--- config.mk ---
export PLATFORM = sky130hd
export DESIGN_NAME = periodic_task_tick_scheduler
export DESIGN_NICKNAME = d
export VERILOG_FILES = /design/src/hw/rtl/pts_pkg.sv /design/src/hw/rtl/pts_table.sv /design/src/hw/rtl/pts_engine.sv /design/src/hw/rtl/periodic_task_tick_scheduler.sv
export VERILOG_INCLUDE_DIRS = /design/src /design/src/hw/rtl
export SDC_FILE = /design/constraint.sdc
export NUM_CORES = 1
export LEC_CHECK = 0
export CAP_MARGIN = 20
export CELL_PAD_IN_SITES_DETAIL_PLACEMENT = 2
export CELL_PAD_IN_SITES_GLOBAL_PLACEMENT = 2
export CORE_AREA = 2 2 174 159
export CTS_BUF_LIST = sky130_fd_sc_hd__clkbuf_2
export DETAILED_ROUTE_END_ITERATION = 10
export DIE_AREA = 0 0 176 161
export DONT_BUFFER_PORTS = 1
export HOLD_SLACK_MARGIN = 0.05
export MAX_ROUTING_LAYER = met4
export PLACE_DENSITY = 0.94
export RECOVER_POWER = 25
export SETUP_SLACK_MARGIN = 0.2
export SYNTH_ARGS = -nofsm -noshare
export SYNTH_HDL_FRONTEND = slang
export SYNTH_SLANG_ARGS = --single-unit
--- constraint.sdc ---
create_clock -name clock -period 9.9 [get_ports clock]
set_input_delay 1.98 -clock clock [delete_from_list [all_inputs] [get_ports clock]]
set_output_delay 1.98 -clock clock [all_outputs]
set_load 0.05 [all_outputs]
--- src/hw/rtl/periodic_task_tick_scheduler_defines.svh ---
// Assertion macros used by the scheduler engine RTL.
// Each use expects clock and reset signals in the enclosing module.
`ifndef PERIODIC_TASK_TICK_SCHEDULER_DEFINES_SVH
`define PERIODIC_TASK_TICK_SCHEDULER_DEFINES_SVH

`ifndef SYNTHESIS

// Check a property on every clock edge outside reset.
`define PTS_ASSERT(lbl, prop, msg) \
   lbl: assert property (@(posedge clock) disable iff (reset) (prop)) else $error(msg);

// Check a property on every clock edge, reset included.
`define PTS_ASSERT_ALWAYS(lbl, prop, msg) \
   lbl: assert property (@(posedge clock) (prop)) else $error(msg);

`else

`define PTS_ASSERT(lbl, prop, msg)
`define PTS_ASSERT_ALWAYS(lbl, prop, msg)

`endif

`endif

--- src/hw/rtl/pts_pkg.sv ---
package pts_pkg;

   localparam int NUM_TASKS_DEF = 8;
   localparam int MAX_RESULTS   = 8;
   localparam int CNT_W         = $clog2(MAX_RESULTS + 1);
   localparam int TIME_W        = 16;
   localparam int REQ_W         = 4;
   localparam int SLOT_W        = 3;

   typedef enum logic [1:0] {
      OP_TICK    = 2'd0,
      OP_CREATE  = 2'd1,
      OP_SUSPEND = 2'd2,
      OP_RESUME  = 2'd3
   } op_type;

   typedef enum logic [1:0] {
      ST_IDLE,
      ST_ACK,
      ST_SWEEP,
      ST_FINISH
   } state_type;

   typedef struct packed {
      op_type              op;
      logic [REQ_W-1:0]    task_req;
      logic [TIME_W-1:0]   period;
      logic [TIME_W-1:0]   first_delay;
   } req_type;

   typedef struct packed {
      logic                fired;
      logic [SLOT_W-1:0]   fired_task;
      logic                last;
   } rsp_type;

   // One slot entry as stored in the slot memory.
   typedef struct packed {
      logic [TIME_W-1:0]   period;
      logic [TIME_W-1:0]   countdown;
   } entry_type;

endpackage

--- src/hw/rtl/pts_table.sv ---
module pts_table #(
   parameter int NUM_TASKS = pts_pkg::NUM_TASKS_DEF,
   localparam int IDX_W = (NUM_TASKS > 1) ? $clog2(NUM_TASKS) : 1
) (
   input  logic                 clock,
   input  logic                 reset,
   input  logic                 rd_en,
   input  logic [IDX_W-1:0]     rd_addr,
   output pts_pkg::entry_type   rd_data,
   input  logic                 wr_en,
   input  logic [IDX_W-1:0]     wr_addr,
   input  pts_pkg::entry_type   wr_data
);
   import pts_pkg::*;

   entry_type              slot_mem_ff [NUM_TASKS];
   entry_type              rd_q_ff;
   logic                   rd_init_ff;
   logic [NUM_TASKS-1:0]   init_ff;

   // Write one entry; read one entry with a registered result
   always_ff @(posedge clock) begin
      if (wr_en) begin
         slot_mem_ff[wr_addr] <= wr_data;
      end
      if (rd_en) begin
         rd_q_ff <= slot_mem_ff[rd_addr];
      end
   end

   // Track which entries hold written data; unwritten ones read as zero
   always_ff @(posedge clock) begin
      if (reset) begin
         init_ff    <= '0;
         rd_init_ff <= 1'b0;
      end else begin
         if (wr_en) begin
            init_ff[wr_addr] <= 1'b1;
         end
         if (rd_en) begin
            rd_init_ff <= init_ff[rd_addr];
         end
      end
   end

   assign rd_data = rd_init_ff ? rd_q_ff : '0;

endmodule

--- src/hw/rtl/pts_engine.sv ---
`include "periodic_task_tick_scheduler_defines.svh"

module pts_engine #(
   parameter int NUM_TASKS = pts_pkg::NUM_TASKS_DEF,
   localparam int IDX_W = (NUM_TASKS > 1) ? $clog2(NUM_TASKS) : 1
) (
   input  logic                 clock,
   input  logic                 reset,
   input  logic                 req_valid,
   output logic                 req_ready,
   input  pts_pkg::req_type     req_data,
   input  logic                 out_free,
   output logic                 rsp_load,
   output pts_pkg::rsp_type     rsp_in,
   output logic                 mem_rd_en,
   output logic [IDX_W-1:0]     mem_rd_addr,
   input  pts_pkg::entry_type   mem_rd_data,
   output logic                 mem_wr_en,
   output logic [IDX_W-1:0]     mem_wr_addr,
   output pts_pkg::entry_type   mem_wr_data
);
   import pts_pkg::*;

   state_type              state_ff, state_in;
   logic [IDX_W:0]         rd_cnt_ff, rd_cnt_in;
   logic                   ev_valid_ff, ev_valid_in;
   logic [IDX_W-1:0]       ev_idx_ff, ev_idx_in;
   logic                   hold_valid_ff, hold_valid_in;
   logic [SLOT_W-1:0]      hold_task_ff, hold_task_in;
   logic [CNT_W-1:0]       rep_cnt_ff, rep_cnt_in;
   logic [NUM_TASKS-1:0]   ready_ff, ready_in;
   logic [NUM_TASKS-1:0]   created_ff, created_in;

   logic                   accept;
   logic                   in_range;
   logic [IDX_W-1:0]       req_idx;
   logic                   ev_ready;
   logic                   ev_fire;
   logic                   ev_report;
   logic                   push_prev;
   logic                   stall;
   logic                   rd_more;
   logic [TIME_W-1:0]      reload_base;

   assign req_ready = (state_ff == ST_IDLE);
   assign accept    = req_valid && req_ready;
   assign in_range  = {1'b0, req_data.task_req} < (REQ_W + 1)'(NUM_TASKS);
   assign req_idx   = req_data.task_req[IDX_W-1:0];

   // Evaluate the slot whose entry just came out of the memory
   assign ev_ready  = ready_ff[ev_idx_ff];
   assign ev_fire   = ev_valid_ff && ev_ready && (mem_rd_data.countdown == '0);
   assign ev_report = ev_fire && created_ff[ev_idx_ff] &&
                      (rep_cnt_ff < CNT_W'(MAX_RESULTS));
   assign push_prev = ev_report && hold_valid_ff;
   assign stall     = push_prev && !out_free;
   assign rd_more   = rd_cnt_ff < (IDX_W + 1)'(NUM_TASKS);

   // Fire reloads to period - 1, otherwise count down by one
   assign reload_base = (mem_rd_data.countdown == '0) ? mem_rd_data.period
                                                      : mem_rd_data.countdown;

   // Next state, memory access and result generation
   always_comb begin
      state_in      = state_ff;
      rd_cnt_in     = rd_cnt_ff;
      ev_valid_in   = ev_valid_ff;
      ev_idx_in     = ev_idx_ff;
      hold_valid_in = hold_valid_ff;
      hold_task_in  = hold_task_ff;
      rep_cnt_in    = rep_cnt_ff;
      ready_in      = ready_ff;
      created_in    = created_ff;
      rsp_load      = 1'b0;
      rsp_in        = '0;
      mem_rd_en     = 1'b0;
      mem_rd_addr   = rd_cnt_ff[IDX_W-1:0];
      mem_wr_en     = 1'b0;
      mem_wr_addr   = ev_idx_ff;
      mem_wr_data.period    = mem_rd_data.period;
      mem_wr_data.countdown = reload_base - TIME_W'(1);

      unique case (state_ff)
         ST_IDLE: begin
            if (accept) begin
               unique case (req_data.op)
                  OP_TICK: begin
                     state_in      = ST_SWEEP;
                     rd_cnt_in     = '0;
                     ev_valid_in   = 1'b0;
                     rep_cnt_in    = '0;
                     hold_valid_in = 1'b0;
                  end
                  OP_CREATE: begin
                     state_in = ST_ACK;
                     if (in_range) begin
                        mem_wr_en             = 1'b1;
                        mem_wr_addr           = req_idx;
                        mem_wr_data.period    = req_data.period;
                        mem_wr_data.countdown = req_data.first_delay;
                        ready_in[req_idx]     = 1'b1;
                        created_in[req_idx]   = 1'b1;
                     end
                  end
                  OP_SUSPEND: begin
                     state_in = ST_ACK;
                     if (in_range) begin
                        ready_in[req_idx] = 1'b0;
                     end
                  end
                  OP_RESUME: begin
                     state_in = ST_ACK;
                     if (in_range) begin
                        ready_in[req_idx] = 1'b1;
                     end
                  end
                  default: begin
                     state_in = ST_ACK;
                  end
               endcase
            end
         end
         ST_ACK: begin
            if (out_free) begin
               rsp_load    = 1'b1;
               rsp_in.last = 1'b1;
               state_in    = ST_IDLE;
            end
         end
         ST_SWEEP: begin
            if (!stall) begin
               // Write back the evaluated slot
               if (ev_valid_ff && ev_ready) begin
                  mem_wr_en = 1'b1;
               end
               // Hold the newest report so the final one can carry last
               if (ev_report) begin
                  if (hold_valid_ff) begin
                     rsp_load          = 1'b1;
                     rsp_in.fired      = 1'b1;
                     rsp_in.fired_task = hold_task_ff;
                  end
                  hold_valid_in = 1'b1;
                  hold_task_in  = SLOT_W'(ev_idx_ff);
                  rep_cnt_in    = rep_cnt_ff + CNT_W'(1);
               end
               // Advance the read pointer
               if (rd_more) begin
                  mem_rd_en   = 1'b1;
                  ev_valid_in = 1'b1;
                  ev_idx_in   = rd_cnt_ff[IDX_W-1:0];
                  rd_cnt_in   = rd_cnt_ff + (IDX_W + 1)'(1);
               end else begin
                  ev_valid_in = 1'b0;
                  if (!ev_valid_ff) begin
                     state_in = ST_FINISH;
                  end
               end
            end
         end
         ST_FINISH: begin
            if (out_free) begin
               rsp_load          = 1'b1;
               rsp_in.fired      = hold_valid_ff;
               rsp_in.fired_task = hold_valid_ff ? hold_task_ff : '0;
               rsp_in.last       = 1'b1;
               hold_valid_in     = 1'b0;
               state_in          = ST_IDLE;
            end
         end
         default: begin
            state_in = ST_IDLE;
         end
      endcase
   end

   // State register
   always_ff @(posedge clock) begin
      if (reset) begin
         state_ff <= ST_IDLE;
      end else begin
         state_ff <= state_in;
      end
   end

   // Sweep control and slot flags
   always_ff @(posedge clock) begin
      if (reset) begin
         rd_cnt_ff     <= '0;
         ev_valid_ff   <= 1'b0;
         hold_valid_ff <= 1'b0;
         rep_cnt_ff    <= '0;
         ready_ff      <= '0;
         created_ff    <= '0;
      end else begin
         rd_cnt_ff     <= rd_cnt_in;
         ev_valid_ff   <= ev_valid_in;
         hold_valid_ff <= hold_valid_in;
         rep_cnt_ff    <= rep_cnt_in;
         ready_ff      <= ready_in;
         created_ff    <= created_in;
      end
   end

   // Slot index and held report carry no reset
   always_ff @(posedge clock) begin
      ev_idx_ff    <= ev_idx_in;
      hold_task_ff <= hold_task_in;
   end

   `PTS_ASSERT(a_idle_clean, (state_ff == ST_IDLE) |-> (!hold_valid_ff && !ev_valid_ff), "idle with sweep state left over")
   `PTS_ASSERT(a_rep_bound, rep_cnt_ff <= CNT_W'(MAX_RESULTS), "report count beyond limit")
   `PTS_ASSERT(a_no_rw_clash, (mem_wr_en && mem_rd_en) |-> (mem_wr_addr != mem_rd_addr), "read and write of one slot in one cycle")
   `PTS_ASSERT(a_sweep_not_last, ((state_ff == ST_SWEEP) && rsp_load) |-> (!rsp_in.last && rsp_in.fired), "sweep pushed a final result")

endmodule

--- src/hw/rtl/periodic_task_tick_scheduler.sv ---
// Periodic task tick scheduler: NUM_TASKS slots, index 0 the highest priority, each with a
// 16-bit period and countdown kept in a single-port-read, single-port-write slot memory with
// a registered read. Create, suspend and resume pass through an acknowledge state and return
// one acknowledge. A tick sweeps the slots: it reads one slot per cycle while not stalled and
// writes back the previous one; results wait in one output register, and a stalled result
// consumer holds the sweep. A tick returns one result per fired created slot in priority
// order (up to eight), or one none-fired result, with last set on the final one. No item is
// taken while a tick or acknowledge is in progress.
module periodic_task_tick_scheduler #(
   parameter int NUM_TASKS = pts_pkg::NUM_TASKS_DEF
) (
   input  logic              clock,
   input  logic              reset,
   input  logic              req_valid,
   output logic              req_ready,
   input  pts_pkg::req_type  req_data,
   output logic              rsp_valid,
   input  logic              rsp_ready,
   output pts_pkg::rsp_type  rsp_data
);
   import pts_pkg::*;

   localparam int IDX_W = (NUM_TASKS > 1) ? $clog2(NUM_TASKS) : 1;

   logic               out_free;
   logic               rsp_load;
   rsp_type            rsp_in;
   logic               rsp_valid_ff, rsp_valid_in;
   rsp_type            rsp_data_ff;
   logic               mem_rd_en;
   logic [IDX_W-1:0]   mem_rd_addr;
   entry_type          mem_rd_data;
   logic               mem_wr_en;
   logic [IDX_W-1:0]   mem_wr_addr;
   entry_type          mem_wr_data;

   pts_engine #(
      .NUM_TASKS (NUM_TASKS)
   ) u_engine (
      .clock       (clock),
      .reset       (reset),
      .req_valid   (req_valid),
      .req_ready   (req_ready),
      .req_data    (req_data),
      .out_free    (out_free),
      .rsp_load    (rsp_load),
      .rsp_in      (rsp_in),
      .mem_rd_en   (mem_rd_en),
      .mem_rd_addr (mem_rd_addr),
      .mem_rd_data (mem_rd_data),
      .mem_wr_en   (mem_wr_en),
      .mem_wr_addr (mem_wr_addr),
      .mem_wr_data (mem_wr_data)
   );

   pts_table #(
      .NUM_TASKS (NUM_TASKS)
   ) u_table (
      .clock   (clock),
      .reset   (reset),
      .rd_en   (mem_rd_en),
      .rd_addr (mem_rd_addr),
      .rd_data (mem_rd_data),
      .wr_en   (mem_wr_en),
      .wr_addr (mem_wr_addr),
      .wr_data (mem_wr_data)
   );

   // Output register: free when empty or draining this cycle
   assign out_free     = !rsp_valid_ff || rsp_ready;
   assign rsp_valid_in = rsp_load ? 1'b1 : (rsp_ready ? 1'b0 : rsp_valid_ff);

   always_ff @(posedge clock) begin
      if (reset) begin
         rsp_valid_ff <= 1'b0;
      end else begin
         rsp_valid_ff <= rsp_valid_in;
      end
   end

   always_ff @(posedge clock) begin
      if (rsp_load) begin
         rsp_data_ff <= rsp_in;
      end
   end

   assign rsp_valid = rsp_valid_ff;
   assign rsp_data  = rsp_data_ff;

endmodule

==> qor.json <==
{
  "outcome": {"value": "complete, but fails checks"},
  "failed_checks": {"value": "capacitance limit, slew limit"},
  "setup_repair_after_global_routing_missed_its_margin": {"value": "false"},
  "place.port_buffers": {"value": 0},
  "synth_top_flop_cell": {"value": "edfxtp_1"},
  "dr.pass1.iters": {"value": 7},
  "hold_path_class": {"value": "register to register"},
  "critical_path.slowest_cell": {"value": "clkbuf_1"},
  "period_needed": {"value": 6.52, "unit": "ns"},
  "peak_supply_drop": {"value": 0.127, "unit": "mV"},
  "pin_count_of_the_biggest_net_entering_global_routing": {"value": 47},
  "drt_iter0_markers": {"value": 1074},
  "crit_family": {"value": "buffers and inverters"},
  "grt_pass1_wl": {"value": 72600, "unit": "um"},
  "ioPinCount": {"value": 49},
  "sort_of_element_at_the_start_of_the_critical_path": {"value": "register"},
  "cp_max_fo": {"value": 45},
  "drt-total-wl": {"value": 49600, "unit": "um"},
  "synth.cell_area": {"value": 0.0141, "unit": "mm^2"},
  "max_slew_margin": {"value": -137, "unit": "%"},
  "setup.worst_path.end_class": {"value": "register"},
  "timing_worst_slew_pin_value": {"value": 3.55, "unit": "ns"},
  "place.gp.congestion": {"value": 0.829},
  "synth.yosys.seq_area_share": {"value": 69.1, "unit": "%"},
  "core_area": {"value": 0.0266, "unit": "mm^2"},
  "tns": {"value": 0, "unit": "ns"},
  "postSynthNetCount": {"value": 891},
  "power_switching": {"value": 0.000766, "unit": "W"},
  "power.density_cell_area": {"value": 181, "unit": "mW/mm^2"},
  "fraction_of_synthesized_area_in_multiplexers": {"value": 14.8, "unit": "%"},
  "numCtsBuffers": {"value": 84},
  "crit_buf_inv": {"value": 2},
  "synth_async_sr_flop_share": {"value": 0, "unit": "%"},
  "cts-root-buf": {"value": "clkbuf_2"},
  "post_synth_num_cell_types": {"value": 63},
  "timing.critical_path.arrival": {"value": 7.06, "unit": "ns"},
  "yosys.area_share.simple": {"value": 8.27, "unit": "%"},
  "synth.avg_cell_area": {"value": 16.7, "unit": "um^2"},
  "yosys.area_share.adder": {"value": 0.266, "unit": "%"},
  "overall_via_count_from_detail_route": {"value": 9094},
  "synth.largest_area_cell": {"value": "edfxtp_1"},
  "cts.sinks": {"value": 337},
  "synth_top_family_by_area": {"value": "multiplexers"},
  "post_drt_via_cell_ratio": {"value": 6.86},
  "total_power": {"value": 0.00276, "unit": "W"},
  "worst_clock_skew": {"value": 0.0759, "unit": "ns"},
  "die_y": {"value": 161, "unit": "um"},
  "internal-power": {"value": 0.00199, "unit": "W"},
  "finalMaxSlewViolations": {"value": 206},
  "slowest_cell_delay_on_critical_path": {"value": 1.97, "unit": "ns"},
  "fin_crit_sh": {"value": 65.9, "unit": "%"},
  "drcViolationCount": {"value": 0},
  "postCtsResizedCells": {"value": 0},
  "timing.final.hold_violations": {"value": 0},
  "global_route.overflow_total": {"value": 0},
  "dp.final_hpwl": {"value": 27000, "unit": "um"},
  "p_seq_share": {"value": 57.6, "unit": "%"},
  "fraction_of_the_mapped_netlist_area_in_compound_gates": {"value": 5.65, "unit": "%"},
  "post_synth_xor_area_fraction": {"value": 0.311, "unit": "%"},
  "clock_power_share": {"value": 37.8, "unit": "%"},
  "synth_top_area_share": {"value": 63.7, "unit": "%"},
  "grt_antenna_before_repair": {"value": 3},
  "ant_nets": {"value": 0},
  "gr-usage-all-layers": {"value": 37.3, "unit": "%"},
  "cts_hold_repair.buffers": {"value": 0},
  "postSynthCellCount": {"value": 846},
  "yosys_register_bits": {"value": 337},
  "critical_path_class": {"value": "register to register"},
  "number_of_global_route_vias_before_repair": {"value": 9930},
  "yosys-top-cells-area": {"value": "edfxtp_1, mux4_2, dfxtp_1"},
  "clkTransAtPathRegs": {"value": 0.16, "unit": "ns"},
  "maxClockFrequency": {"value": 0.153, "unit": "GHz"},
  "yosysWarningCount": {"value": 0},
  "syn_to_final_growth": {"value": 8.27, "unit": "%"},
  "clock_tree.buffer_depth": {"value": 3},
  "synth_edf_count": {"value": 299},
  "route.detailed.wl_per_inst": {"value": 37.4, "unit": "um"},
  "p_sw_share": {"value": 27.8, "unit": "%"},
  "fp.dieW": {"value": 176, "unit": "um"},
  "critPathRequiredTime": {"value": 10.44, "unit": "ns"},
  "tritoncts_clock_tree": {"value": "yes"},
  "buffer_count_from_post_cts_setup_fixing": {"value": 0},
  "cts-htree-levels": {"value": 3},
  "comb_power_share": {"value": 4.6, "unit": "%"},
  "num_rows": {"value": 57},
  "finalNetCount": {"value": 944},
  "floorplan.die_area": {"value": 0.0283, "unit": "mm^2"},
  "floorplan.initialDensity": {"value": 53.0, "unit": "%"},
  "critical_path.cell_chain": {"value": "nor2_1, nand3b_1, nor3b_1, clkbuf_1, mux2i_1, nor3_2, buf_4"},
  "setup-violations-final": {"value": 0},
  "cap_violations": {"value": 5},
  "p_leak": {"value": 4.78, "unit": "nW"},
  "post_route_cells_drive_above_1_share": {"value": 27.5, "unit": "%"},
  "clkLatencyLatePin": {"value": 0.96, "unit": "ns"}
}
==> worst reg2reg max path, cell delays in order, from the launching register on <==
cell and delay [ns]:
dfxtp_1 0.52, nor2_1 0.88, nand3b_1 0.38, nor3b_1 0.34, clkbuf_1 1.98, mux2i_1 0.97
nor3_2 0.39, buf_4 0.63
==> power groups by stage <==
stage               logic [W]  clock network, W  registers, W
floorplan           0.0000881                 0       0.00161
finish               0.000127           0.00104       0.00159
CTS                  0.000125           0.00105       0.00159
global placement     0.000102                 0       0.00161
detailed placement   0.000119                 0       0.00162
global route         0.000134           0.00111       0.00159
==> Yosys cell counts, types with 2 or more instances <==
cell type  count
nand2b_1      17
o221ai_1       2
clkbuf_1      26
xnor2_1        2
nand4_1        3
o21ai_1        4
dfxtp_1       38
nor2b_1        9
mux4_2        70
a311oi_1       5
nand3_1       17
ha_1           3
o31ai_1        7
edfxtp_1     299
buf_1         11
o41ai_1       10
nor3b_1        9
and4_1         2
or3_1          6
nand3b_1       4
nor2_1        44
a31o_2         2
or2_2          5
a31oi_1       23
xor2_1         3
and2_1         2
a41oi_1        2
buf_2          9
a21oi_1       15
buf_4          2
mux2_2        34
mux2i_1       13
nor3_1        16
a22o_1         3
and3_1         6
nor3_2         5
a21o_1         2
nand2_1       60
nor4_1         3
o211ai_1       3
or4_1          2
inv_1          5
o21a_1         3
o21ai_0       21
==> layer usage <==
layer | wire length (um) | global-route usage [%] | vias up
li1 | - | - | 3554
met1 | 18400 | 45.6 | 4785
met2 | 25100 | 61.2 | 584
met3 | 3700 | 6.99 | 171
met4 | 2350 | 16.5 | 0
met5 | 0 | - | -
==> area by class of cell <==
class,instances,area [um^2]
Timing Repair Buffer,15,110
Multi-Input combinational cell,455,4130
Clock buffer,121,606
Tap cell,354,443
Fill cell,2280,11300
Clock inverter,34,206
Antenna cell,3,7.51
Inverter,6,22.5
Sequential cell,337,9740
==> sequential cells by signal, summed over array words and instances (netlist names), 2 cells and up, named ones only <==
register,count
u_engine.rep_cnt_ff,4
rsp_data,5
u_engine.rd_cnt_ff,4
u_engine.state_ff,2
u_engine.ev_idx_ff,3
u_table.init_ff,8
u_table.rd_q_ff,32
u_engine.created_ff,8
u_table.slot_mem_ff,256
u_engine.hold_task_ff,3
==> cells in the final DEF, fill, tap and decap left out, types with 5 or more instances in the layout <==
cell type,n
edfxtp_1,299
clkbuf_2,121
mux4_2,70
nand2_1,60
nor2_1,45
dfxtp_1,38
mux2_2,26
a31oi_1,23
clkinv_1,23
o21ai_0,22
nand2b_1,17
nand3_1,17
a21oi_1,15
mux2i_1,13
nor3_2,11
nor3_1,10
nor3b_1,10
o41ai_1,10
buf_4,10
nor2b_1,9
mux2_1,8
o31ai_1,7
and3_1,6
or3_1,6
inv_1,5
or2_2,5
a311oi_1,5
==> final timing paths <==
path                                       startpoint                                    to  slack [ns]  depth (start not counted)
setup / recovery    u_engine.state_ff[1]$_SDFFE_PP0P_  u_table.slot_mem_ff[7][18]$_DFFE_PP_        3.38                          7
setup reg to reg    u_engine.state_ff[1]$_SDFFE_PP0P_  u_table.slot_mem_ff[7][18]$_DFFE_PP_        3.38                          7
hold / removal    u_engine.created_ff[3]$_SDFFE_PP0P_   u_engine.created_ff[3]$_SDFFE_PP0P_        0.52                          2
hold reg to reg   u_engine.created_ff[3]$_SDFFE_PP0P_   u_engine.created_ff[3]$_SDFFE_PP0P_        0.52                          2
==> logic make-up (layout without fill, tap and decap cells) <==
logic type / count (synthesis) / in the layout
DFF: 337 / 337
AOI/OAI and AO/OA: 112 / 112
muxes: 117 / 117
and+or+nand+nor: 218 / 218
buffers and inverters: 54 / 176
other: 0 / 3
adders and majority gates: 3 / 3
xor gates and xnor gates: 5 / 5
==> per-stage QoR <==
stage                     utilization [%]  std cells  worst slack (ns)  instance area, um^2  hold slack (ns)
after floorplan                         -        846              4.18                14100            0.406
after global placement               54.5       1165              5.20                14500            0.446
after detailed placement             54.5       1165              4.99                14500            0.470
after CTS                            57.5       1320              5.21                15300            0.528
after global routing                 57.4       1325              3.18                15300            0.549
final                                57.4       1325              3.38                15300            0.519
(Power assumes the default switching activity.)
